File: src/rtl/rha_pkg.sv
// ----------------------------------------------------------------------------
// rha_pkg
// Shared types, constants and the correction-table builder of the read
// haplotype assigner.
// ----------------------------------------------------------------------------
package rha_pkg;

  localparam int unsigned DEF_LOG_FRAC_BITS = 8;
  localparam int unsigned DEF_TABLE_DEPTH   = 256;
  localparam int unsigned TAB_STEP_BITS     = 5;
  localparam int unsigned CORR_FRAC         = 16;
  localparam logic [15:0] POST_LIMIT        = 16'd2998;
  localparam logic [9:0]  PHRED_MAX         = 10'd1023;
  localparam logic [15:0] COUNT_MAX         = 16'hFFFF;
  localparam logic [7:0]  RST_QUAL_OFFSET   = 8'd33;
  localparam logic [7:0]  RST_MIN_QUAL      = 8'd10;

  localparam logic [63:0] Q30_ONE     = 64'd1073741824;
  localparam logic [63:0] LOG2_10_Q30 = 64'd3566893132;
  localparam logic [63:0] LN2_Q30     = 64'd744261118;
  localparam logic [63:0] LOG10_2_Q30 = 64'd323228497;

  typedef enum logic [0:0] {
    CFG_QUALITY_OFFSET = 1'b0,
    CFG_MIN_QUALITY    = 1'b1
  } rha_cfg_idx_e;

  typedef struct packed {
    logic [7:0] quality_offset;
    logic [7:0] min_quality;
  } rha_cfg_t;

  typedef struct packed {
    logic        phase_known;
    logic        allele_matches;
    logic [7:0]  raw_quality;
    logic [15:0] log_correct;
    logic [19:0] snp_index;
    logic        last_of_read;
  } rha_obs_t;

  typedef struct packed {
    logic        any_used;
    logic [19:0] first_snp;
    logic [15:0] used_count;
  } rha_meta_t;

  typedef struct packed {
    logic [31:0] sum_hap0;
    logic [31:0] sum_hap1;
    rha_meta_t   meta;
  } rha_fin_t;

  typedef struct packed {
    logic        haplotype;
    logic [9:0]  phred_quality;
    logic        confident;
    logic [19:0] first_snp;
    logic [15:0] used_count;
  } rha_res_t;

  // 2^-t, t and result in Q30
  function automatic logic [63:0] pow2_neg(input logic [63:0] t);
    logic [63:0] n;
    logic [63:0] f;
    logic [63:0] g;
    logic [63:0] term;
    logic [63:0] pos;
    logic [63:0] neg;
    n = t >> 30;
    f = t & (Q30_ONE - 64'd1);
    g = (f * LN2_Q30) >> 30;
    term = Q30_ONE;
    pos  = Q30_ONE;
    neg  = 64'd0;
    term = ((term * g) >> 30) / 64'd1;  neg += term;
    term = ((term * g) >> 30) / 64'd2;  pos += term;
    term = ((term * g) >> 30) / 64'd3;  neg += term;
    term = ((term * g) >> 30) / 64'd4;  pos += term;
    term = ((term * g) >> 30) / 64'd5;  neg += term;
    term = ((term * g) >> 30) / 64'd6;  pos += term;
    term = ((term * g) >> 30) / 64'd7;  neg += term;
    term = ((term * g) >> 30) / 64'd8;  pos += term;
    term = ((term * g) >> 30) / 64'd9;  neg += term;
    term = ((term * g) >> 30) / 64'd10; pos += term;
    term = ((term * g) >> 30) / 64'd11; neg += term;
    term = ((term * g) >> 30) / 64'd12; pos += term;
    term = ((term * g) >> 30) / 64'd13; neg += term;
    term = ((term * g) >> 30) / 64'd14; pos += term;
    term = ((term * g) >> 30) / 64'd15; neg += term;
    term = ((term * g) >> 30) / 64'd16; pos += term;
    term = ((term * g) >> 30) / 64'd17; neg += term;
    term = ((term * g) >> 30) / 64'd18; pos += term;
    term = ((term * g) >> 30) / 64'd19; neg += term;
    term = ((term * g) >> 30) / 64'd20; pos += term;
    term = ((term * g) >> 30) / 64'd21; neg += term;
    term = ((term * g) >> 30) / 64'd22; pos += term;
    term = ((term * g) >> 30) / 64'd23; neg += term;
    term = ((term * g) >> 30) / 64'd24; pos += term;
    if (n >= 64'd63) begin
      return 64'd0;
    end
    return (pos - neg) >> n;
  endfunction

  // log2(z), z in Q30 within [1, 2], result in Q30
  function automatic logic [63:0] log2_q30(input logic [63:0] z_in);
    logic [63:0] z;
    logic [63:0] r;
    z = z_in;
    r = 64'd0;
    if (z >= (Q30_ONE << 1)) begin
      return Q30_ONE;
    end
    for (int b = 29; b >= 0; b--) begin
      z = (z * z) >> 30;
      if (z >= (Q30_ONE << 1)) begin
        z = z >> 1;
        r = r | (64'd1 << b);
      end
    end
    return r;
  endfunction

  // log10(1 + 10^-(i / 2^TAB_STEP_BITS)) with CORR_FRAC fraction bits
  function automatic logic [15:0] corr_entry(input int unsigned i);
    logic [63:0] t;
    logic [63:0] y;
    logic [63:0] l2;
    logic [63:0] l10;
    logic [63:0] rnd;
    t   = (64'(i) * LOG2_10_Q30) >> TAB_STEP_BITS;
    y   = pow2_neg(t);
    l2  = log2_q30(Q30_ONE + y);
    l10 = (l2 * LOG10_2_Q30) >> 30;
    rnd = (l10 + 64'd8192) >> 14;
    return rnd[15:0];
  endfunction

endpackage

File: src/rtl/rha_accum.sv
// ----------------------------------------------------------------------------
// rha_accum
// Observation register and per-read accumulator: filters observations,
// updates both saturating log-likelihood sums and hands a finished read on.
// ----------------------------------------------------------------------------
module rha_accum import rha_pkg::*; #(
  parameter int unsigned LOG_FRAC_BITS = DEF_LOG_FRAC_BITS
) (
  input  logic     clk_i,
  input  logic     rst_ni,
  input  rha_cfg_t cfg_i,
  input  logic     obs_valid_i,
  output logic     obs_ready_o,
  input  rha_obs_t obs_i,
  output logic     fin_valid_o,
  input  logic     fin_ready_i,
  output rha_fin_t fin_o
);

  localparam int unsigned ERR_W = LOG_FRAC_BITS + 8;

  typedef logic [ERR_W-1:0] err_tab_t [256];

  function automatic err_tab_t build_err();
    err_tab_t tab;
    for (int i = 0; i < 256; i++) begin
      tab[i] = ERR_W'((64'(i) << LOG_FRAC_BITS) / 64'd10);
    end
    return tab;
  endfunction

  localparam err_tab_t ERR_TAB = build_err();

  function automatic logic [31:0] sat_add(input logic [31:0] s, input logic signed [32:0] inc);
    logic signed [32:0] r;
    r = $signed({s[31], s}) + inc;
    if (r[32] != r[31]) begin
      return r[32] ? 32'h8000_0000 : 32'h7FFF_FFFF;
    end
    return r[31:0];
  endfunction

  rha_obs_t obs_q;
  logic     obs_v_q;
  rha_fin_t fin_q;
  logic     fin_v_q;

  logic [31:0] sum0_q, sum0_d;
  logic [31:0] sum1_q, sum1_d;
  rha_meta_t   meta_q, meta_d;

  logic               fin_rdy;
  logic               adv;
  logic [8:0]         q9;
  logic               used;
  logic [ERR_W-1:0]   err_mag;
  logic signed [32:0] err_s;
  logic signed [32:0] lc_s;
  logic signed [32:0] inc0;
  logic signed [32:0] inc1;

  assign fin_rdy     = !fin_v_q || fin_ready_i;
  assign adv         = obs_v_q && (!obs_q.last_of_read || fin_rdy);
  assign obs_ready_o = !obs_v_q || adv;

  always_comb begin
    q9      = {1'b0, obs_q.raw_quality} - {1'b0, cfg_i.quality_offset};
    used    = obs_q.phase_known && !q9[8] && (q9[7:0] >= cfg_i.min_quality);
    err_mag = ERR_TAB[q9[7:0]];
    err_s   = -$signed(33'(err_mag));
    lc_s    = 33'($signed(obs_q.log_correct));
    inc0    = obs_q.allele_matches ? lc_s : err_s;
    inc1    = obs_q.allele_matches ? err_s : lc_s;
    sum0_d  = sum0_q;
    sum1_d  = sum1_q;
    meta_d  = meta_q;
    if (used) begin
      sum0_d = sat_add(sum0_q, inc0);
      sum1_d = sat_add(sum1_q, inc1);
      if (!meta_q.any_used) begin
        meta_d.any_used  = 1'b1;
        meta_d.first_snp = obs_q.snp_index;
      end
      if (meta_q.used_count != COUNT_MAX) begin
        meta_d.used_count = meta_q.used_count + 16'd1;
      end
    end
  end

  always_ff @(posedge clk_i or negedge rst_ni) begin
    if (!rst_ni) begin
      obs_v_q <= 1'b0;
    end else if (obs_ready_o) begin
      obs_v_q <= obs_valid_i;
    end
  end

  always_ff @(posedge clk_i) begin
    if (obs_ready_o && obs_valid_i) begin
      obs_q <= obs_i;
    end
  end

  always_ff @(posedge clk_i or negedge rst_ni) begin
    if (!rst_ni) begin
      sum0_q <= '0;
      sum1_q <= '0;
      meta_q <= '0;
    end else if (adv) begin
      if (obs_q.last_of_read) begin
        sum0_q <= '0;
        sum1_q <= '0;
        meta_q <= '0;
      end else begin
        sum0_q <= sum0_d;
        sum1_q <= sum1_d;
        meta_q <= meta_d;
      end
    end
  end

  always_ff @(posedge clk_i or negedge rst_ni) begin
    if (!rst_ni) begin
      fin_v_q <= 1'b0;
    end else if (fin_rdy) begin
      fin_v_q <= adv && obs_q.last_of_read;
    end
  end

  always_ff @(posedge clk_i) begin
    if (fin_rdy && adv && obs_q.last_of_read) begin
      fin_q.sum_hap0 <= sum0_d;
      fin_q.sum_hap1 <= sum1_d;
      fin_q.meta     <= meta_d;
    end
  end

  assign fin_valid_o = fin_v_q;
  assign fin_o       = fin_q;

endmodule

File: src/rtl/rha_score.sv
// ----------------------------------------------------------------------------
// rha_score
// Read scoring pipeline: sum difference, log-sum-exp correction lookup,
// phred quality and confidence, ending in the result register.
// ----------------------------------------------------------------------------
module rha_score import rha_pkg::*; #(
  parameter int unsigned LOG_FRAC_BITS = DEF_LOG_FRAC_BITS,
  parameter int unsigned TABLE_DEPTH   = DEF_TABLE_DEPTH
) (
  input  logic     clk_i,
  input  logic     rst_ni,
  input  logic     fin_valid_i,
  output logic     fin_ready_o,
  input  rha_fin_t fin_i,
  output logic     res_valid_o,
  input  logic     res_ready_i,
  output rha_res_t res_o
);

  localparam int unsigned TAB_AW = $clog2(TABLE_DEPTH);
  localparam int unsigned SH_W   = 32 + TAB_STEP_BITS;

  typedef logic [15:0] corr_tab_t [TABLE_DEPTH];

  function automatic corr_tab_t build_corr();
    corr_tab_t tab;
    for (int i = 0; i < TABLE_DEPTH; i++) begin
      tab[i] = corr_entry(i);
    end
    return tab;
  endfunction

  localparam corr_tab_t CORR_TAB = build_corr();

  logic        a_v_q, b_v_q, c_v_q;
  logic        a_rdy, b_rdy, c_rdy;
  logic        a_hap0_q, b_hap0_q;
  logic [31:0] a_d_q, b_d_q;
  logic [15:0] b_entry_q;
  rha_meta_t   a_meta_q, b_meta_q;
  rha_res_t    res_q;

  logic signed [32:0] diff;
  logic signed [32:0] ndiff;
  logic               hap0;
  logic [31:0]        d_abs;
  logic [SH_W-1:0]    idx_w;
  logic               in_range;
  logic [15:0]        entry;
  logic [32:0]        corr_w;
  logic [16:0]        corr;
  logic [32:0]        x;
  logic [36:0]        x10;
  logic [36:0]        ph;
  logic [9:0]         phred;

  assign c_rdy       = !c_v_q || res_ready_i;
  assign b_rdy       = !b_v_q || c_rdy;
  assign a_rdy       = !a_v_q || b_rdy;
  assign fin_ready_o = a_rdy;

  always_comb begin
    diff  = $signed({fin_i.sum_hap0[31], fin_i.sum_hap0})
          - $signed({fin_i.sum_hap1[31], fin_i.sum_hap1});
    ndiff = -diff;
    hap0  = !diff[32] && (diff != '0);
    d_abs = hap0 ? diff[31:0] : ndiff[31:0];
  end

  always_comb begin
    idx_w    = {a_d_q, {TAB_STEP_BITS{1'b0}}} >> LOG_FRAC_BITS;
    in_range = idx_w < SH_W'(TABLE_DEPTH);
    entry    = in_range ? CORR_TAB[idx_w[TAB_AW-1:0]] : 16'd0;
  end

  always_comb begin
    corr_w = (33'(b_entry_q) << LOG_FRAC_BITS) + (33'd1 << (CORR_FRAC - 1));
    corr   = corr_w[32:16];
    x      = 33'(b_d_q) + 33'(corr);
    x10    = (37'(x) << 3) + (37'(x) << 1);
    ph     = x10 >> LOG_FRAC_BITS;
    phred  = (ph > 37'(PHRED_MAX)) ? PHRED_MAX : ph[9:0];
  end

  always_ff @(posedge clk_i or negedge rst_ni) begin
    if (!rst_ni) begin
      a_v_q <= 1'b0;
      b_v_q <= 1'b0;
      c_v_q <= 1'b0;
    end else begin
      if (a_rdy) begin
        a_v_q <= fin_valid_i;
      end
      if (b_rdy) begin
        b_v_q <= a_v_q;
      end
      if (c_rdy) begin
        c_v_q <= b_v_q;
      end
    end
  end

  always_ff @(posedge clk_i) begin
    if (a_rdy && fin_valid_i) begin
      a_hap0_q <= hap0;
      a_d_q    <= d_abs;
      a_meta_q <= fin_i.meta;
    end
    if (b_rdy && a_v_q) begin
      b_hap0_q  <= a_hap0_q;
      b_d_q     <= a_d_q;
      b_entry_q <= entry;
      b_meta_q  <= a_meta_q;
    end
    if (c_rdy && b_v_q) begin
      res_q.haplotype     <= !b_hap0_q;
      res_q.phred_quality <= phred;
      res_q.confident     <= b_meta_q.any_used && (b_entry_q <= POST_LIMIT);
      res_q.first_snp     <= b_meta_q.first_snp;
      res_q.used_count    <= b_meta_q.used_count;
    end
  end

  assign res_valid_o = c_v_q;
  assign res_o       = res_q;

endmodule

File: src/rtl/read_haplotype_assigner_top.sv
// ----------------------------------------------------------------------------
// read_haplotype_assigner_top
// Assigns each sequencing read to its more likely haplotype from a stream of
// allele observations and reports a phred-style quality for the call.
// ----------------------------------------------------------------------------
// One observation beat is taken every clock, unless the last beat of a read waits
// on a finished-read register that is still held. The accumulate step that adds a
// beat to the two running sums closes on the observation register, so
// back-to-back beats of one read never stall. A read result reaches the master
// side through the observation register, finished-read register, difference,
// lookup and result register; backpressure on the master side holds the pipeline
// stage by stage. The correction table is a constant, so there is no fill after reset.
// Configuration writes belong between reads, with the pipeline drained.
module read_haplotype_assigner_top import rha_pkg::*; #(
  parameter int unsigned LOG_FRAC_BITS = DEF_LOG_FRAC_BITS,
  parameter int unsigned TABLE_DEPTH   = DEF_TABLE_DEPTH
) (
  input  logic        clk_i,
  input  logic        rst_ni,
  input  logic        s_axis_tvalid,
  output logic        s_axis_tready,
  // phase_known, allele_matches, raw_quality[7:0], log_correct[15:0],
  // snp_index[19:0], zero fill
  input  logic [47:0] s_axis_tdata,
  input  logic        s_axis_tlast,
  output logic        m_axis_tvalid,
  input  logic        m_axis_tready,
  // haplotype, phred_quality[9:0], confident, first_snp[19:0],
  // used_count[15:0]
  output logic [47:0] m_axis_tdata,
  input  logic        cfg_we_i,
  input  logic [0:0]  cfg_idx_i,
  input  logic [7:0]  cfg_wdata_i
);

  rha_cfg_t cfg_q;
  rha_obs_t obs;
  rha_fin_t fin;
  logic     fin_valid;
  logic     fin_ready;
  rha_res_t res;

  always_ff @(posedge clk_i or negedge rst_ni) begin
    if (!rst_ni) begin
      cfg_q.quality_offset <= RST_QUAL_OFFSET;
      cfg_q.min_quality    <= RST_MIN_QUAL;
    end else if (cfg_we_i) begin
      unique case (rha_cfg_idx_e'(cfg_idx_i))
        CFG_QUALITY_OFFSET: cfg_q.quality_offset <= cfg_wdata_i;
        CFG_MIN_QUALITY:    cfg_q.min_quality    <= cfg_wdata_i;
      endcase
    end
  end

  assign obs.phase_known    = s_axis_tdata[0];
  assign obs.allele_matches = s_axis_tdata[1];
  assign obs.raw_quality    = s_axis_tdata[9:2];
  assign obs.log_correct    = s_axis_tdata[25:10];
  assign obs.snp_index      = s_axis_tdata[45:26];
  assign obs.last_of_read   = s_axis_tlast;

  rha_accum #(
    .LOG_FRAC_BITS(LOG_FRAC_BITS)
  ) u_accum (
    .clk_i      (clk_i),
    .rst_ni     (rst_ni),
    .cfg_i      (cfg_q),
    .obs_valid_i(s_axis_tvalid),
    .obs_ready_o(s_axis_tready),
    .obs_i      (obs),
    .fin_valid_o(fin_valid),
    .fin_ready_i(fin_ready),
    .fin_o      (fin)
  );

  rha_score #(
    .LOG_FRAC_BITS(LOG_FRAC_BITS),
    .TABLE_DEPTH  (TABLE_DEPTH)
  ) u_score (
    .clk_i      (clk_i),
    .rst_ni     (rst_ni),
    .fin_valid_i(fin_valid),
    .fin_ready_o(fin_ready),
    .fin_i      (fin),
    .res_valid_o(m_axis_tvalid),
    .res_ready_i(m_axis_tready),
    .res_o      (res)
  );

  assign m_axis_tdata = {res.used_count, res.first_snp, res.confident,
                         res.phred_quality, res.haplotype};

  a_empty_out_takes_beat: assert property (@(posedge clk_i) disable iff (!rst_ni)
    !m_axis_tvalid |-> s_axis_tready)
    else $error("input stalled with an empty result register");

  a_confident_needs_use: assert property (@(posedge clk_i) disable iff (!rst_ni)
    m_axis_tvalid && res.confident |-> res.used_count != 16'd0)
    else $error("confident result without a used observation");

  a_no_use_no_snp: assert property (@(posedge clk_i) disable iff (!rst_ni)
    m_axis_tvalid && res.used_count == 16'd0 |-> res.first_snp == 20'd0)
    else $error("first snp reported for a read with no used observation");

  a_fin_held: assert property (@(posedge clk_i) disable iff (!rst_ni)
    fin_valid && !fin_ready |=> fin_valid && $stable(fin))
    else $error("finished read dropped or changed while stalled");

endmodule

File: config.mk
export PLATFORM = sky130hd
export DESIGN_NAME = read_haplotype_assigner_top
export DESIGN_NICKNAME = d
export VERILOG_FILES = /design/src/rtl/rha_pkg.sv /design/src/rtl/rha_accum.sv /design/src/rtl/rha_score.sv /design/src/rtl/read_haplotype_assigner_top.sv
export SDC_FILE = /design/constraint.sdc
export NUM_CORES = 1
export LEC_CHECK = 0
export ABC_CLOCK_PERIOD_IN_PS = 22600
export BUFFER_PORTS_ARGS = -buffer_cell sky130_fd_sc_hd__buf_4
export CAP_MARGIN = 20
export CORE_MARGIN = 2
export CORE_UTILIZATION = 55
export CTS_BUF_LIST = sky130_fd_sc_hd__clkbuf_8 sky130_fd_sc_hd__clkbuf_16
export CTS_CLUSTER_SIZE = 16
export DETAILED_ROUTE_END_ITERATION = 10
export GPL_ROUTABILITY_DRIVEN = 1
export PLACE_DENSITY = 0.8
export SLEW_MARGIN = 20
export SYNTH_ARGS = -nofsm -noshare
export SYNTH_HDL_FRONTEND = slang
export SYNTH_SLANG_ARGS = --single-unit
File: constraint.sdc
create_clock -name clk_i -period 22.6 [get_ports clk_i]
set_input_delay 2.26 -clock clk_i [delete_from_list [all_inputs] [get_ports clk_i]]
set_output_delay 2.26 -clock clk_i [all_outputs]
set_load 0.02 [all_outputs]
==> impl_metrics.env <==
export IMPL_drt_iter0_drc=2590
export IMPL_final_common_cell="edfxtp_1"
export IMPL_start_util=0.557
export IMPL_grt_pass1_wl_um=121000
export IMPL_cts_buffers=49
export IMPL_crit_top_cell="ha_1"
export IMPL_p_leak_nw=13.2
export IMPL_nFillCells=4256
export IMPL_hold_viol_final=0
export IMPL_yosysUniqueCellTypes=104
export IMPL_io_buffer_count=110
export IMPL_synth_edff_count=351
export IMPL_holdCritStartpoint="u_accum.fin_o[6]"
export IMPL_post_route_period_util=0.443
export IMPL_hp_class="reg2reg"
export IMPL_ioPinCount=113
export IMPL_synth_top_cell_by_area="edfxtp_1"
export IMPL_drt_pre_antenna_iters=6
export IMPL_gp_congestion=0.930
export IMPL_critPathArrivalTime_ns=10.29
export IMPL_wl_per_cell_um=20.0
export IMPL_cts_root_buf="clkbuf_16"
export IMPL_hold_slack_ns=0.416
export IMPL_viasPerCell=6.42
export IMPL_rsz0062_at_grt="no"
export IMPL_htreeDepth=2
export IMPL_path_max_fanout=15
export IMPL_cp_start_kind="register"
export IMPL_ys_ff_latch=473
export IMPL_r2r_end="u_accum.fin_o[40]"
export IMPL_crit_path_start="cfg_q[8]"
export IMPL_holdBufCountCts=0
export IMPL_die_height_um=238
export IMPL_antenna_found_initial=1
export IMPL_max_slew_worst_pin_slew_ns=1.10
export IMPL_final_nets=3283
export IMPL_grt_remaining_overflow=0
export IMPL_async_reset_ff_frac=0.258
export IMPL_fin_cells=3785
export IMPL_vias=24300
export IMPL_dieArea_um2=56500
export IMPL_grt_start_max_net_pins=86
export IMPL_rows=85
export IMPL_p_seq_frac=0.271
export IMPL_reg2reg_slack_ns=12.59
export IMPL_drt_wl_total_um=75800
export IMPL_yosys_warnings=0
export IMPL_clkPwrFrac=0.180
export IMPL_post_cts_buffers=0
export IMPL_cts_sinks=473
export IMPL_clock_skew_ns=0.0187
export IMPL_grt_pass1_vias=23500
export IMPL_path_clk_slew_ns=0.06
export IMPL_final_antenna_net_count=0
export IMPL_drive_above_1_share=0.113
export IMPL_period_minus_slack_ns=10.01
export IMPL_maxCapViolations=0
export IMPL_p_int_mw=2.57
export IMPL_multiInputGateArea_um2=15400
export IMPL_cp_slowest_cell="fa_1"
export IMPL_timing_fmax_mhz=99.9
export IMPL_sw_frac_of_total=0.441
export IMPL_synth_top_area_frac=0.351
export IMPL_dp_cells=3691
export IMPL_vdd_ir_drop_worst_v=0.0000912
export IMPL_die_w_um=238
export IMPL_status="finished, final reports clean"
export IMPL_synth_net_count=3241
export IMPL_netlist_area_um2=30000
export IMPL_hpwl_um=52900
export IMPL_critPathCaptureType="register"
export IMPL_grtUsageTotal=0.261
export IMPL_ys_flop_type="edfxtp_1"
export IMPL_r2r_cells=31
export IMPL_cts_tree="yes"
export IMPL_final_cell_mix="edfxtp_1, nand2_1, a21oi_1, nor2_1, o21ai_0"
export IMPL_slew_headroom=0.266
export IMPL_synth_seq_area_share=0.453
export IMPL_netlist_instances=3005
export IMPL_drv_slew=0
export IMPL_clk_path_buf_depth=3
export IMPL_drc=0
export IMPL_syn_avg_cell_area_um2=10.0
export IMPL_core_area_um2=53900
export IMPL_p_comb_frac=0.550
export IMPL_critPathKind="reg2reg"
export IMPL_worstSkewPairLatency_ns=0.61
export IMPL_setup_viol=0
export IMPL_p_per_area_nw_per_um2=139
export IMPL_synthTopCellsByArea="edfxtp_1, dfrtp_1, ha_1, a21oi_1, nand2_1"
export IMPL_worstReg2RegStart="cfg_q[8]"
export IMPL_cpPeakStageDelay_ns=0.93
export IMPL_cts_resized=0
export IMPL_tns_ns=0
export IMPL_critical_path_endpoint="u_accum.fin_o[40]"
export IMPL_area_growth_pct=10.2
export IMPL_seq_area_um2=13600
export IMPL_utilization=0.614
export IMPL_cp_required_ns=22.88
export IMPL_switching_power_mw=2.03
[registers in the layout, indices dropped and copies added (netlist names), 32 cells and up]
name	cells
u_score.b_d_q	32
u_score.a_meta_q	37
u_accum.sum0_q	32
u_score.res_o	48
u_score.b_meta_q	37
u_accum.sum1_q	32
u_score.a_d_q	32
u_accum.fin_o	101
u_accum.meta_q	37
[layout make-up]
| class | count | area share |
|---|---|---|
| clock buffer | 54 | 0.0391 |
| antenna | 1 | 0.0000756 |
| timing repair buffer | 140 | 0.0324 |
| sequential | 473 | 0.411 |
| clock inverter | 38 | 0.0109 |
| tap | 696 | 0.0263 |
| multi-input combinational | 2257 | 0.466 |
| inverter | 126 | 0.0144 |
[kinds of logic (layout without fill, tap and decap cells)]
family          after synthesis  in the layout  share of synthesized area
compound gates              958            958                      0.218
fa+ha+maj                   174            174                     0.0736
other cells                   0              1                          0
flops                       473            473                      0.453
buf+inv                     275            358                     0.0368
simple gates                865            865                      0.137
xor+xnor                    192            192                     0.0562
mux                          68             68                     0.0256
[per-layer routing]
metal | vias up | track usage | share of wire
li1 | 11400 | - | -
met1 | 11600 | 0.346 | 0.42
met2 | 1035 | 0.440 | 0.48
met3 | 204 | 0.0346 | 0.066
met4 | 0 | 0.0980 | 0.036
met5 | - | 0 | 0
[worst min-delay path by stage]
stage	endpoint	slack (ns)	cells past startpoint
2_1_floorplan	u_score.a_meta_q[0]	0.40	0
3_3_place_gp	u_score.a_meta_q[17]	0.40	0
3_5_place_dp	u_score.a_meta_q[17]	0.40	0
4_1_cts	u_score.a_meta_q[6]	0.41	0
5_1_grt	u_score.b_meta_q[22]	0.42	0
6_report	u_score.a_meta_q[6]	0.42	0
[cell usage after synthesis (all sizes together) (13+ instances only)]
master   count
a2111oi     15
a211o       13
a211oi      44
a21o        53
a21oi      223
a221o       50
a22o        38
a31oi       41
and3        28
and4        15
buf         50
clkbuf      99
dfrtp      118
edfxtp     351
ha         168
inv        122
mux2        51
mux2i       15
nand2      293
nand2b      39
nand3       58
nand4       23
nor2       225
nor2b       28
nor3        60
nor4        16
o211ai      47
o21a        30
o21ai      213
o21bai      19
o22ai       13
o31ai       28
or2         20
or3         19
xnor2      123
xor2        69
[power groups by stage]
stage | clock network (mW) | logic (mW) | registers [mW]
finish | 0.826 | 2.53 | 1.24
global placement | 0 | 2.38 | 1.25
detailed placement | 0 | 2.45 | 1.26
floorplan | 0 | 1.89 | 1.23
global route | 0.867 | 2.77 | 1.26
CTS | 0.836 | 2.47 | 1.24
[worst max-delay path: cells and delay by family (launching register included)]
kind,cells,cell delay (ns)
flip-flops,1,0.55
multiplexers,2,0.83
AO/OA/AOI/OAI,11,3.15
buffers and inverters,4,0.76
AND/OR/NAND/NOR,7,1.43
XOR/XNOR,1,0.64
adder cells (fa/ha/maj),6,2.31
[per-stage QoR]
stage,power [mW],setup slack [ns],instance area (um2)
final,4.60,12.59,33100
after global routing,4.89,11.80,33100
after CTS,4.55,12.36,33000
after detailed placement,3.70,12.42,31400
after global placement,3.63,12.64,31400
after floorplan,3.12,14.71,30000
(Power assumes the default switching activity.)
